[config.mk]
export PLATFORM = sky130hd
export DESIGN_NAME = i2c_master_transaction_sequencer_core
export DESIGN_NICKNAME = d
export VERILOG_FILES = /design/src/hw/rtl/i2cmts_pkg.sv /design/src/hw/rtl/i2c_master_transaction_sequencer_core.sv
export SDC_FILE = /design/constraint.sdc
export NUM_CORES = 1
export LEC_CHECK = 0
export ABC_AREA = 1
export ABC_CLOCK_PERIOD_IN_PS = 6200
export BUFFER_PORTS_ARGS = -buffer_cell sky130_fd_sc_hd__buf_4
export CAP_MARGIN = 10
export CORE_MARGIN = 5
export CORE_UTILIZATION = 55
export CTS_BUF_LIST = sky130_fd_sc_hd__clkbuf_16
export CTS_CLUSTER_DIAMETER = 60
export CTS_CLUSTER_SIZE = 10
export DETAILED_ROUTE_END_ITERATION = 10
export GPL_ROUTABILITY_DRIVEN = 0
export PLACE_DENSITY = 0.8
export SYNTH_ARGS = -nofsm -noshare
export SYNTH_HDL_FRONTEND = slang
export SYNTH_SLANG_ARGS = --single-unit
[constraint.sdc]
create_clock -name clock -period 6.2 [get_ports clock]
set_clock_uncertainty 0.05 [all_clocks]
set_input_delay 1.24 -clock clock [delete_from_list [all_inputs] [get_ports clock]]
set_output_delay 1.24 -clock clock [all_outputs]
set_load 0.02 [all_outputs]
[src/hw/rtl/i2cmts_pkg.sv]
package i2cmts_pkg;

   // Buffer depths and the address widths that follow from them.
   localparam int RegBytes  = 4;
   localparam int DataBytes = 16;
   localparam int RegAw     = $clog2(RegBytes);
   localparam int DataAw    = $clog2(DataBytes);

   // Count limits in the widths of the start fields.
   localparam logic [2:0] RegCntMax  = 3'(RegBytes);
   localparam logic [4:0] DataCntMax = 5'(DataBytes);

   // Stream widths.
   localparam int ReqDataW = 40;
   localparam int RspDataW = 24;

   typedef enum logic [1:0] {
      OP_LOAD  = 2'd0,
      OP_START = 2'd1,
      OP_EVENT = 2'd2,
      OP_NOP   = 2'd3
   } op_type;

   typedef enum logic [2:0] {
      PH_DONE       = 3'd0,
      PH_WAIT_START = 3'd1,
      PH_SENDING    = 3'd2,
      PH_RX_ACK     = 3'd3,
      PH_RX_DATA    = 3'd4,
      PH_WAIT_STOP  = 3'd5,
      PH_ERROR      = 3'd6
   } phase_type;

   typedef enum logic [2:0] {
      CMD_NONE    = 3'd0,
      CMD_START   = 3'd1,
      CMD_RESTART = 3'd2,
      CMD_STOP    = 3'd3,
      CMD_TX      = 3'd4,
      CMD_RX      = 3'd5,
      CMD_ACK     = 3'd6,
      CMD_NACK    = 3'd7
   } cmd_type;

   typedef enum logic [1:0] {
      ST_DONE    = 2'd0,
      ST_ONGOING = 2'd1,
      ST_ERROR   = 2'd2
   } status_type;

   // Buffer select codes.
   localparam logic SEL_REG  = 1'b0;
   localparam logic SEL_DATA = 1'b1;

   // Fields of one request item, from the highest tdata bit down.
   typedef struct packed {
      logic [6:0] pad;
      logic       rx_full;
      logic       nack_seen;
      logic       stop_seen;
      logic       start_seen;
      logic       read_flag;
      logic [4:0] data_byte_count;
      logic [2:0] reg_byte_count;
      logic [6:0] slave_addr;
      logic [7:0] load_value;
      logic [3:0] load_index;
      logic       buffer_select;
   } req_item_type;

endpackage

[src/hw/rtl/i2c_master_transaction_sequencer_core.sv]
// I2C master transaction sequencer.
// Request channel (req_*): each item is a buffer load, a start request, a
// bus controller event or a no-op; the operation travels in req_tuser.
// Every request item gives exactly one response item (rsp_*) carrying the
// bus command to issue in rsp_tuser and the transmit byte, received byte
// and status in rsp_tdata.
// The register-address and data buffers sit in synchronous memories that
// are read at the current cursors as an item is accepted. The accepted item
// is held in its stage and then applied: state and buffer writes are
// committed and the response is registered, which raises rsp_tvalid. A new
// item is not taken until the held one has been applied.
// The response register lets a new item be accepted while a response waits;
// if the receiver stalls, the held item waits in its stage and req_tready
// stays low until the response register frees.
// Synchronous reset returns the sequencer to done with cleared counters.
// Buffer contents are not reset; entries must be loaded before they are sent.
module i2c_master_transaction_sequencer_core
   import i2cmts_pkg::*;
(
   input  logic                clock,
   input  logic                reset,
   input  logic                req_tvalid,
   output logic                req_tready,
   // Fields from bit 0: buffer_select, load_index[3:0], load_value[7:0],
   // slave_addr[6:0], reg_byte_count[2:0], data_byte_count[4:0], read_flag,
   // start_seen, stop_seen, nack_seen, rx_full, zero padding.
   input  logic [ReqDataW-1:0] req_tdata,
   // Fields from bit 0: operation[1:0].
   input  logic [1:0]          req_tuser,
   output logic                rsp_tvalid,
   input  logic                rsp_tready,
   // Fields from bit 0: tx_byte[7:0], rx_valid, rx_byte_out[7:0],
   // rx_position[3:0], status[1:0], zero padding.
   output logic [RspDataW-1:0] rsp_tdata,
   // Fields from bit 0: bus_command[2:0].
   output logic [2:0]          rsp_tuser
);

   // Buffer memories.
   logic [7:0] reg_mem  [RegBytes];
   logic [7:0] data_mem [DataBytes];

   // Held item stage.
   logic         stage_ff;
   logic         stage_in;
   op_type       op_ff;
   req_item_type item_ff;
   logic [7:0]   reg_rd_ff;
   logic [7:0]   data_rd_ff;

   // Transaction state.
   phase_type         phase_ff, phase_in;
   logic [6:0]        target_ff, target_in;
   logic [2:0]        reg_rem_ff, reg_rem_in;
   logic [4:0]        data_rem_ff, data_rem_in;
   logic [RegAw-1:0]  reg_cur_ff, reg_cur_in;
   logic [DataAw-1:0] data_cur_ff, data_cur_in;
   logic              is_read_ff, is_read_in;

   // Response register.
   logic       rsp_valid_ff;
   cmd_type    cmd_ff, cmd_in;
   logic [7:0] txb_ff, txb_in;
   logic       rxv_ff, rxv_in;
   logic [7:0] rxb_ff, rxb_in;
   logic [3:0] rxp_ff, rxp_in;
   status_type status_ff, status_in;

   // Memory write ports.
   logic              reg_we;
   logic [RegAw-1:0]  reg_waddr;
   logic              data_we;
   logic [DataAw-1:0] data_waddr;
   logic [7:0]        data_wdata;

   logic accept;
   logic commit;

   assign req_tready = !stage_ff;
   assign accept     = req_tvalid && req_tready;
   assign commit     = stage_ff && (!rsp_valid_ff || rsp_tready);

   // Item stage occupancy.
   always_comb begin
      stage_in = stage_ff;
      if (accept) begin
         stage_in = 1'b1;
      end else if (commit) begin
         stage_in = 1'b0;
      end
   end

   always_ff @(posedge clock) begin
      if (reset) begin
         stage_ff <= 1'b0;
      end else begin
         stage_ff <= stage_in;
      end
   end

   // Capture the item and read both buffers at the current cursors.
   always_ff @(posedge clock) begin
      if (accept) begin
         op_ff      <= op_type'(req_tuser);
         item_ff    <= req_item_type'(req_tdata);
         reg_rd_ff  <= reg_mem[reg_cur_ff];
         data_rd_ff <= data_mem[data_cur_ff];
      end
   end

   // Buffer writes happen in the commit cycle.
   always_ff @(posedge clock) begin
      if (reg_we) begin
         reg_mem[reg_waddr] <= item_ff.load_value;
      end
      if (data_we) begin
         data_mem[data_waddr] <= data_wdata;
      end
   end

   // Next phase.
   always_comb begin
      phase_in = phase_ff;
      if (op_ff == OP_START) begin
         if (phase_ff == PH_DONE) begin
            phase_in = PH_WAIT_START;
         end
      end else if (op_ff == OP_EVENT) begin
         case (phase_ff)
            PH_WAIT_START: begin
               if (item_ff.start_seen) begin
                  phase_in = (reg_rem_ff == 3'd0) ? PH_RX_ACK : PH_SENDING;
               end
            end
            PH_SENDING: begin
               if (item_ff.nack_seen) begin
                  phase_in = PH_ERROR;
               end else if (reg_rem_ff != 3'd0) begin
                  phase_in = PH_SENDING;
               end else if (is_read_ff) begin
                  phase_in = PH_WAIT_START;
               end else if (data_rem_ff == 5'd0) begin
                  phase_in = PH_WAIT_STOP;
               end
            end
            PH_RX_ACK: begin
               phase_in = (data_rem_ff != 5'd0) ? PH_RX_DATA : PH_WAIT_STOP;
            end
            PH_RX_DATA: begin
               if (item_ff.rx_full) begin
                  phase_in = PH_RX_ACK;
               end
            end
            PH_WAIT_STOP: begin
               if (item_ff.stop_seen) begin
                  phase_in = PH_DONE;
               end
            end
            default: begin
               phase_in = phase_ff;
            end
         endcase
      end
   end

   // Commands, counters, buffer writes and response fields.
   always_comb begin
      cmd_in      = CMD_NONE;
      txb_in      = 8'd0;
      rxv_in      = 1'b0;
      rxb_in      = 8'd0;
      rxp_in      = 4'd0;
      target_in   = target_ff;
      reg_rem_in  = reg_rem_ff;
      data_rem_in = data_rem_ff;
      reg_cur_in  = reg_cur_ff;
      data_cur_in = data_cur_ff;
      is_read_in  = is_read_ff;
      reg_we      = 1'b0;
      reg_waddr   = item_ff.load_index[RegAw-1:0];
      data_we     = 1'b0;
      data_waddr  = item_ff.load_index[DataAw-1:0];
      data_wdata  = item_ff.load_value;

      case (op_ff)
         OP_LOAD: begin
            if (item_ff.buffer_select == SEL_REG) begin
               reg_we = 32'(item_ff.load_index) < RegBytes;
            end else begin
               data_we = 32'(item_ff.load_index) < DataBytes;
            end
         end
         OP_START: begin
            if (phase_ff == PH_DONE) begin
               target_in   = item_ff.slave_addr;
               reg_rem_in  = (item_ff.reg_byte_count > RegCntMax) ?
                             RegCntMax : item_ff.reg_byte_count;
               data_rem_in = (item_ff.data_byte_count > DataCntMax) ?
                             DataCntMax : item_ff.data_byte_count;
               is_read_in  = item_ff.read_flag;
               reg_cur_in  = '0;
               data_cur_in = '0;
               cmd_in      = CMD_START;
            end
         end
         OP_EVENT: begin
            case (phase_ff)
               PH_WAIT_START: begin
                  if (item_ff.start_seen) begin
                     // Address byte; the read bit is set when no register
                     // bytes remain.
                     cmd_in = CMD_TX;
                     txb_in = {target_ff, reg_rem_ff == 3'd0};
                  end
               end
               PH_SENDING: begin
                  if (item_ff.nack_seen) begin
                     cmd_in = CMD_NONE;
                  end else if (reg_rem_ff != 3'd0) begin
                     cmd_in     = CMD_TX;
                     txb_in     = reg_rd_ff;
                     reg_cur_in = reg_cur_ff + 1'b1;
                     reg_rem_in = reg_rem_ff - 3'd1;
                  end else if (is_read_ff) begin
                     cmd_in = CMD_RESTART;
                  end else if (data_rem_ff != 5'd0) begin
                     cmd_in      = CMD_TX;
                     txb_in      = data_rd_ff;
                     data_cur_in = data_cur_ff + 1'b1;
                     data_rem_in = data_rem_ff - 5'd1;
                  end else begin
                     cmd_in = CMD_STOP;
                  end
               end
               PH_RX_ACK: begin
                  cmd_in = (data_rem_ff != 5'd0) ? CMD_RX : CMD_STOP;
               end
               PH_RX_DATA: begin
                  if (item_ff.rx_full) begin
                     // Store the received byte and acknowledge all but the last.
                     data_we     = 1'b1;
                     data_waddr  = data_cur_ff;
                     rxv_in      = 1'b1;
                     rxb_in      = item_ff.load_value;
                     rxp_in      = 4'(data_cur_ff);
                     data_cur_in = data_cur_ff + 1'b1;
                     if (data_rem_ff != 5'd0) begin
                        data_rem_in = data_rem_ff - 5'd1;
                     end
                     cmd_in = (data_rem_in != 5'd0) ? CMD_ACK : CMD_NACK;
                  end
               end
               default: begin
                  cmd_in = CMD_NONE;
               end
            endcase
         end
         default: begin
            cmd_in = CMD_NONE;
         end
      endcase

      if (!commit) begin
         reg_we  = 1'b0;
         data_we = 1'b0;
      end

      // Status after the step.
      if (phase_in == PH_ERROR) begin
         status_in = ST_ERROR;
      end else if (phase_in != PH_DONE) begin
         status_in = ST_ONGOING;
      end else begin
         status_in = ST_DONE;
      end
   end

   // Transaction state registers.
   always_ff @(posedge clock) begin
      if (reset) begin
         phase_ff    <= PH_DONE;
         target_ff   <= '0;
         reg_rem_ff  <= '0;
         data_rem_ff <= '0;
         reg_cur_ff  <= '0;
         data_cur_ff <= '0;
         is_read_ff  <= 1'b0;
      end else if (commit) begin
         phase_ff    <= phase_in;
         target_ff   <= target_in;
         reg_rem_ff  <= reg_rem_in;
         data_rem_ff <= data_rem_in;
         reg_cur_ff  <= reg_cur_in;
         data_cur_ff <= data_cur_in;
         is_read_ff  <= is_read_in;
      end
   end

   // Response register.
   always_ff @(posedge clock) begin
      if (reset) begin
         rsp_valid_ff <= 1'b0;
      end else if (commit) begin
         rsp_valid_ff <= 1'b1;
      end else if (rsp_tready) begin
         rsp_valid_ff <= 1'b0;
      end
   end

   always_ff @(posedge clock) begin
      if (commit) begin
         cmd_ff    <= cmd_in;
         txb_ff    <= txb_in;
         rxv_ff    <= rxv_in;
         rxb_ff    <= rxb_in;
         rxp_ff    <= rxp_in;
         status_ff <= status_in;
      end
   end

   assign rsp_tvalid = rsp_valid_ff;
   assign rsp_tuser  = cmd_ff;
   assign rsp_tdata  = {1'b0, status_ff, rxp_ff, rxb_ff, rxv_ff, txb_ff};

   // The error phase is left only through reset.
   a_error_sticky: assert property (@(posedge clock) disable iff (reset)
      phase_ff == PH_ERROR |=> phase_ff == PH_ERROR)
      else $error("error phase was left without reset");

   // A received byte is always answered with an acknowledge or a not-acknowledge.
   a_rx_cmd: assert property (@(posedge clock) disable iff (reset)
      rsp_valid_ff && rxv_ff |-> cmd_ff == CMD_ACK || cmd_ff == CMD_NACK)
      else $error("received byte without ack or nack command");

   // A transmit byte is only shown with a transmit command.
   a_txb_zero: assert property (@(posedge clock) disable iff (reset)
      rsp_valid_ff && cmd_ff != CMD_TX |-> txb_ff == 8'd0)
      else $error("transmit byte set without transmit command");

   // A held item is not dropped while the response register is blocked.
   a_stage_hold: assert property (@(posedge clock) disable iff (reset)
      stage_ff && rsp_valid_ff && !rsp_tready |=> stage_ff)
      else $error("held item lost while response stalled");

   // State changes only when an item is applied.
   a_state_quiet: assert property (@(posedge clock) disable iff (reset)
      !commit |=> $stable(phase_ff) && $stable(data_cur_ff))
      else $error("state changed without an applied item");

endmodule
Yosys cells after proc, flatten, opt, wreduce, memory -nomap -nowiden. Memory sizes are Yosys's and may differ from the RTL's. A register that Yosys moved wholly into a read port is not among the register bits. Index checks and enable logic that the tools add are counted.

$add $sub $neg: 4. Order comparisons: 3. Eq/ne operators: 18. Multiplexer cells: 81. Reductions and logical operators: 21.

Operators with widths (count): $mux 3 (22); $mux 5 (10); $mux 8 (5); $mux 4 (9); $mux 1 (20); $pmux 5 s2 (2); $pmux 4 s2 (2); $pmux 8 s2 (1); $ne 3x3->1 const B (5); $pmux 3 s5 (1); $pmux 3 s2 (2); $pmux 3 s4 (1); $reduce_bool 5->1 (2); $eq 3x3->1 const B (3); $reduce_and 9->1 (1); $mux 2 (4); $reduce_and 8->1 (1); $eq 3x2->1 const B (2); $logic_not 3->1 (2); $ne 2x1->1 const B (3); $reduce_and 3->1 (2); $reduce_and 6->1 (1); $reduce_bool 2->1 (3); $reduce_bool 3->1 (2); other kinds (19) (21).

Flip-flop bits (word level): 88. RAM bits: 160. Input port bits: 46. Output and inout bits: 29. Logic and storage cells: 156. Memories kept: 2.

Memories: data_mem (words 16, width 8, read ports 1, clocked after Yosys merged registers in 1, wr ports 1, RTL line i2c_master_transaction_sequencer_core.sv:41) `logic [7:0] data_mem [DataBytes];`; reg_mem (words 4, width 8, read ports 1, clocked after Yosys merged registers in 1, wr ports 1, RTL line i2c_master_transaction_sequencer_core.sv:40) `logic [7:0] reg_mem [RegBytes];`.

Logic depth before layout (Yosys ltp).
Word-level depth: 10. Gate-level depth with buffers: 13. Mapped depth without buffers: 13.

Worst setup path after synthesis. Ideal clock, no wire load.

Path kind: input to register. Start point: in req_tvalid. End point: reg data_rd_ff[0], read port of data_mem, enable pin. Setup time: 461 ps. Arrival: 3439 ps. Data required time: 5689 ps. Path slack: 2250 ps. Cell stages on the path: 2. Buffers on the path: 0. Path through: inv_1 -> nor2_1.

Word-level cells in the longest chain between the ends: 1.

Ends and longest elaborated chain: from (decl) (RTL line i2c_master_transaction_sequencer_core.sv:22) `input logic req_tvalid,`; $logic_and 1x1->1 (RTL line i2c_master_transaction_sequencer_core.sv:80) `assign accept = req_tvalid && req_tready;`; named net accept (RTL line i2c_master_transaction_sequencer_core.sv:76) `logic accept;`; to (decl) (RTL line i2c_master_transaction_sequencer_core.sv:49) `logic [7:0] data_rd_ff;`.

The timed path passes the listed nets, and every way through them passes these cells. A chain may end at the register's enable or synchronous reset.

Worst setup path after layout.
Start point: reg data_cur_ff[0]. End point: mem data_mem[15][7], enable pin.

Word-level cells in the longest chain between the ends: 3.

Ends and longest elaborated chain: from (decl) (RTL line i2c_master_transaction_sequencer_core.sv:57) `logic [DataAw-1:0] data_cur_ff, data_cur_in;`; from (signal assigned) (RTL line i2c_master_transaction_sequencer_core.sv:294) `data_cur_ff <= data_cur_in;`; $mux 4 (RTL line i2c_master_transaction_sequencer_core.sv:239) `if (item_ff.rx_full) begin`; $mux 4 (RTL line i2c_master_transaction_sequencer_core.sv:207) `case (phase_ff)`; $mux 4 (RTL line i2c_master_transaction_sequencer_core.sv:185) `case (op_ff)`; to (decl) (RTL line i2c_master_transaction_sequencer_core.sv:41).

Every way passes these cells.

==> results.txt <==
The total area inside the core boundary comes to 19,460 µm². The clock net in this run drives a total of 264 sinks. The logs give 1,207 for the instance count after placement with tap cells included and 1,027 for the final net count. The run gives 14,830 µm as the post-detailed-placement half-perimeter wirelength. Across all register-to-register paths, the minimum setup slack is 2.82 ns.

The clock insertion delay at the later pin of the skew report was 0.54 ns; the power density of the placed cells was 305.2 nW/µm². The synthesized design devotes to its leading area cell type 65.30% of total area. The summed area of non-filler cells in the final layout came out at 12,420 µm².

Dividing the synthesized area by the synthesized cell count gives 11.91 µm². The tools report the depth of the CTS H-tree as 1. The tree is rooted in a sky130_fd_sc_hd__clkbuf_16. Once the clock tree was built, the setup fixing pass inserted 0 buffers. Post-synthesis instance area: 10,900 µm². For the sequential cell area fraction in the yosys report, the log shows 70.26%. In this run the tightest slew margin relative to its limit is 24.04%.

Relative to the synthesized area, the layout overhead comes to 13.98%. Once routing completed, OpenROAD measured the worst setup slack at 2.824 ns. The number of buffers inserted during clock tree synthesis was 30; the peak supply drop was 0.0001806 V.

Dividing the detail-routed wire length by the instance count gives 18.67 µm. Setup violations remaining at the end of the flow were counted as 0. Yosys printed 0 warnings. The run finished with clean final reports. The worst path in the final design needs a cycle of 3.376 ns, including I/O delays and setup.

Nature of the critical path endpoint: a register. The tool flagged a number of max-cap violations equal to 0. After synthesis, the cell types taking the most area are sky130_fd_sc_hd__edfxtp_1 65%, sky130_fd_sc_hd__nor2_1 5.3%, sky130_fd_sc_hd__dfxtp_1 5.0%.

Measured on the finished design, the core utilization comes to 63.83%. The count of routing violations after the opening detailed-route iteration is 781. Die height: 150.8 µm.

The count of mapped cells out of synthesis is 915. In the final timing run, aggregate negative setup slack is 0 ns. The endpoint of the worst register-to-register path is data_mem[15][7]. In the final layout, the multi-input gates occupy 2738 µm². Worst min-delay path class: register to register. No sink is reached through more buffers than the 3 on the longest clock path. Cells with a size suffix above 1 make up 14.34% of the layout.

In this run the static leakage power is 4.569 nW. During placement, the flow inserted port buffers numbering 66. The tools report the worst setup path startpoint as data_cur_ff[0]. After the flow finishes, the layout carries non-filler instances totaling 1,262. The number of antenna diodes in the final layout is 0. The cell row count is 51.

TritonCTS built the clock tree. The largest total area in the synthesized netlist belongs to sky130_fd_sc_hd__edfxtp_1. The data required time at the worst endpoint was 6.31 ns. The final critical-path share of the clock period was 54.45%; the die outline area was 22,730 µm².

OpenSTA, run right after detailed placement, puts the worst setup slack at 2.358 ns. At the pin with the least slew margin, the transition time is 1.131 ns. In this run the worst path has a maximum fanout of 67. The number of global-route vias before repair was 6,897; the layout filler cell count was 1,388. The logs give 7,216 for the number of vias after detailed routing and 0 for the initial antenna violation count. The critical path startpoint category is a register.

For the number of remaining DRC errors, the log shows 0. For this block, the routed nets add up to 23,570 µm of wire. The worst hold path terminates at reg_rem_ff[2]. Measured along the x axis, the die boundary spans 150.8 µm.

Summing internal, switching and leakage power gives 3.791 mW. The sequential cells in the finished layout cover a total of 7659 µm². The first-pass iteration count of the detailed router is 5, and the via count normalized by instance count is 5.718. Setup repair after global routing left no endpoint under its margin. Once the floorplan was initialized, standard cells occupied 55.99% of the core. Overflow left after global routing: 0. The startpoint identified for the worst register-to-register timing path is data_cur_ff[0]. The net count after synthesis was 968. The setup path with the least slack is of type register to register. In this run, post-CTS hold repair placed 0 buffers. Clock-pin slew was measured on the worst setup and hold paths at 0.05 ns. In the global route stage, overall resource usage came out at 20.92%. For the worst flop-to-flop path, the logic depth is 5. Once placement finished, the instance area stood at 11,560 µm². The tools report the number of primary I/O pins as 75. The arrival time at the worst endpoint is 3.49 ns. The final number of hold-violating endpoints is 0.

The netlist uses 43 different library cells. Entering global routing, the biggest net connects 68 pins. The final number of max-transition violations is 0, and the antenna violation net count after detailed routing is 0. The count of instances resized after the clock tree is built came out at 0.

On the final layout, the worst hold slack is 0.4217 ns. The first global-routing pass estimated 36,980 µm of wire. The startpoint identified for the worst hold timing path is reg_rem_ff[2]. The worst hold path passes through 2 cells. In this run, synthesis produced a sequential element count of 264. Timing would allow up to 296.2 MHz.
[flip-flops by register name, indices dropped and copies added (netlist names), 3 cells and up]
| signal | cells |
|---|---|
| rxb_ff | 8 |
| data_rem_ff | 5 |
| rxp_ff | 4 |
| reg_rd_ff | 8 |
| phase_ff | 3 |
| data_wdata | 8 |
| txb_ff | 8 |
| reg_mem | 32 |
| item_ff | 25 |
| rsp_tuser | 3 |
| data_cur_ff | 4 |
| data_mem | 128 |
| data_rd_ff | 8 |
| reg_rem_ff | 3 |
| target_ff | 7 |
[cells by family after synthesis]
logic type / after synthesis / synth area share (%)
compound gates: 201 / 11.19
xor+xnor: 4 / 0.3215
fa+ha+maj: 7 / 0.8036
buf+inv: 121 / 4.684
flops: 264 / 70.26
other cells: 1 / 0.03441
simple gates: 317 / 12.70
[layer usage]
| layer | up-vias | GRT usage [%] | share of wire (%) |
|---|---|---|---|
| li1 | 3376 | - | - |
| met1 | 3455 | 27.88 | 39 |
| met4 | 0 | 5.802 | 2.7 |
| met5 | - | 0 | 0 |
| met2 | 332 | 36.15 | 50 |
| met3 | 53 | 2.980 | 7.8 |
[power by group]
| group | total (mW) | internal [mW] | switching (mW) |
|---|---|---|---|
| clock | 1.52 | 0.865 | 0.652 |
| sequential | 2.03 | 1.99 | 0.0421 |
| combinational | 0.243 | 0.0768 | 0.166 |
[cell usage in the layout, fill, tap and decap left out, types with 5 or more instances in the layout]
| cell type | Yosys | final |
|---|---|---|
| sky130_fd_sc_hd__a21oi_1 | 20 | 20 |
| sky130_fd_sc_hd__buf_4 | 6 | 73 |
| sky130_fd_sc_hd__clkbuf_16 | 0 | 30 |
| sky130_fd_sc_hd__dfxtp_1 | 27 | 26 |
| sky130_fd_sc_hd__edfxtp_1 | 237 | 237 |
| sky130_fd_sc_hd__ha_1 | 7 | 7 |
| sky130_fd_sc_hd__inv_1 | 68 | 89 |
| sky130_fd_sc_hd__nand2_1 | 89 | 89 |
| sky130_fd_sc_hd__nand2_2 | 7 | 7 |
| sky130_fd_sc_hd__nand3_1 | 32 | 32 |
| sky130_fd_sc_hd__nand3_2 | 5 | 5 |
| sky130_fd_sc_hd__nand4_1 | 10 | 10 |
| sky130_fd_sc_hd__nor2_1 | 155 | 154 |
| sky130_fd_sc_hd__nor3_1 | 8 | 8 |
| sky130_fd_sc_hd__o211ai_1 | 15 | 15 |
| sky130_fd_sc_hd__o21ai_0 | 106 | 106 |
| sky130_fd_sc_hd__o221ai_1 | 20 | 20 |
| sky130_fd_sc_hd__o22ai_1 | 20 | 20 |
[layout make-up]
cell class	instances	share of cell area (%)
Clock buffer	30	6.044
Clock inverter	25	0.8662
Inverter	75	2.317
Multi-Input combinational cell	530	22.04
Sequential cell	264	61.65
Tap cell	265	2.669
Timing Repair Buffer	73	4.412
[critical path: stages, from the launching register on]
cell                       delay, ns
sky130_fd_sc_hd__dfxtp_2        0.31
sky130_fd_sc_hd__buf_4          0.51
sky130_fd_sc_hd__clkinv_1       0.80
sky130_fd_sc_hd__o21ai_4        0.41
sky130_fd_sc_hd__nand3_2        0.16
sky130_fd_sc_hd__nor2_1         0.68
[cell usage after synthesis]
cell	count
sky130_fd_sc_hd__dfxtp_1	27
sky130_fd_sc_hd__clkinv_2	1
sky130_fd_sc_hd__nand2_2	7
sky130_fd_sc_hd__o21ai_4	1
sky130_fd_sc_hd__nand3b_1	1
sky130_fd_sc_hd__o22ai_1	20
sky130_fd_sc_hd__a21oi_1	20
sky130_fd_sc_hd__buf_1	1
sky130_fd_sc_hd__clkbuf_1	27
sky130_fd_sc_hd__nor2_1	155
sky130_fd_sc_hd__buf_6	2
sky130_fd_sc_hd__o21ai_0	106
sky130_fd_sc_hd__or2_2	1
sky130_fd_sc_hd__nor3_1	8
sky130_fd_sc_hd__inv_1	68
sky130_fd_sc_hd__clkinv_4	1
sky130_fd_sc_hd__o21bai_4	1
sky130_fd_sc_hd__o31ai_1	3
sky130_fd_sc_hd__a21oi_2	4
sky130_fd_sc_hd__inv_2	3
sky130_fd_sc_hd__nand3_4	1
sky130_fd_sc_hd__a31oi_1	4
sky130_fd_sc_hd__edfxtp_1	237
sky130_fd_sc_hd__nand4_1	10
sky130_fd_sc_hd__o221ai_1	20
sky130_fd_sc_hd__clkinv_1	2
sky130_fd_sc_hd__nor2_4	3
sky130_fd_sc_hd__nand2_4	3
sky130_fd_sc_hd__nand2_1	89
sky130_fd_sc_hd__xnor2_1	1
sky130_fd_sc_hd__nand3_1	32
sky130_fd_sc_hd__buf_4	6
sky130_fd_sc_hd__o21ai_1	2
sky130_fd_sc_hd__o21ai_2	2
sky130_fd_sc_hd__nor2_2	2
sky130_fd_sc_hd__buf_2	10
sky130_fd_sc_hd__a21boi_0	2
sky130_fd_sc_hd__ha_1	7
sky130_fd_sc_hd__o211ai_1	15
sky130_fd_sc_hd__a21oi_4	1
sky130_fd_sc_hd__xor2_1	3
sky130_fd_sc_hd__nand3_2	5
sky130_fd_sc_hd__conb_1	1
[worst max path at each step]
| stage | end | slack, ns | cells past startpoint |
|---|---|---|---|
| 6_report | data_mem[15][7] | 2.82 | 5 |
| 5_1_grt | data_mem[15][7] | 2.67 | 5 |
| 4_1_cts | data_mem[7][6] | 2.92 | 5 |
| 3_5_place_dp | reg_mem[3][2] | 2.36 | 7 |
| 3_3_place_gp | reg_mem[3][3] | 2.43 | 7 |
| 2_1_floorplan | data_rd_ff[0] | 2.25 | 2 |
Power figures use the tool's default switching activity.
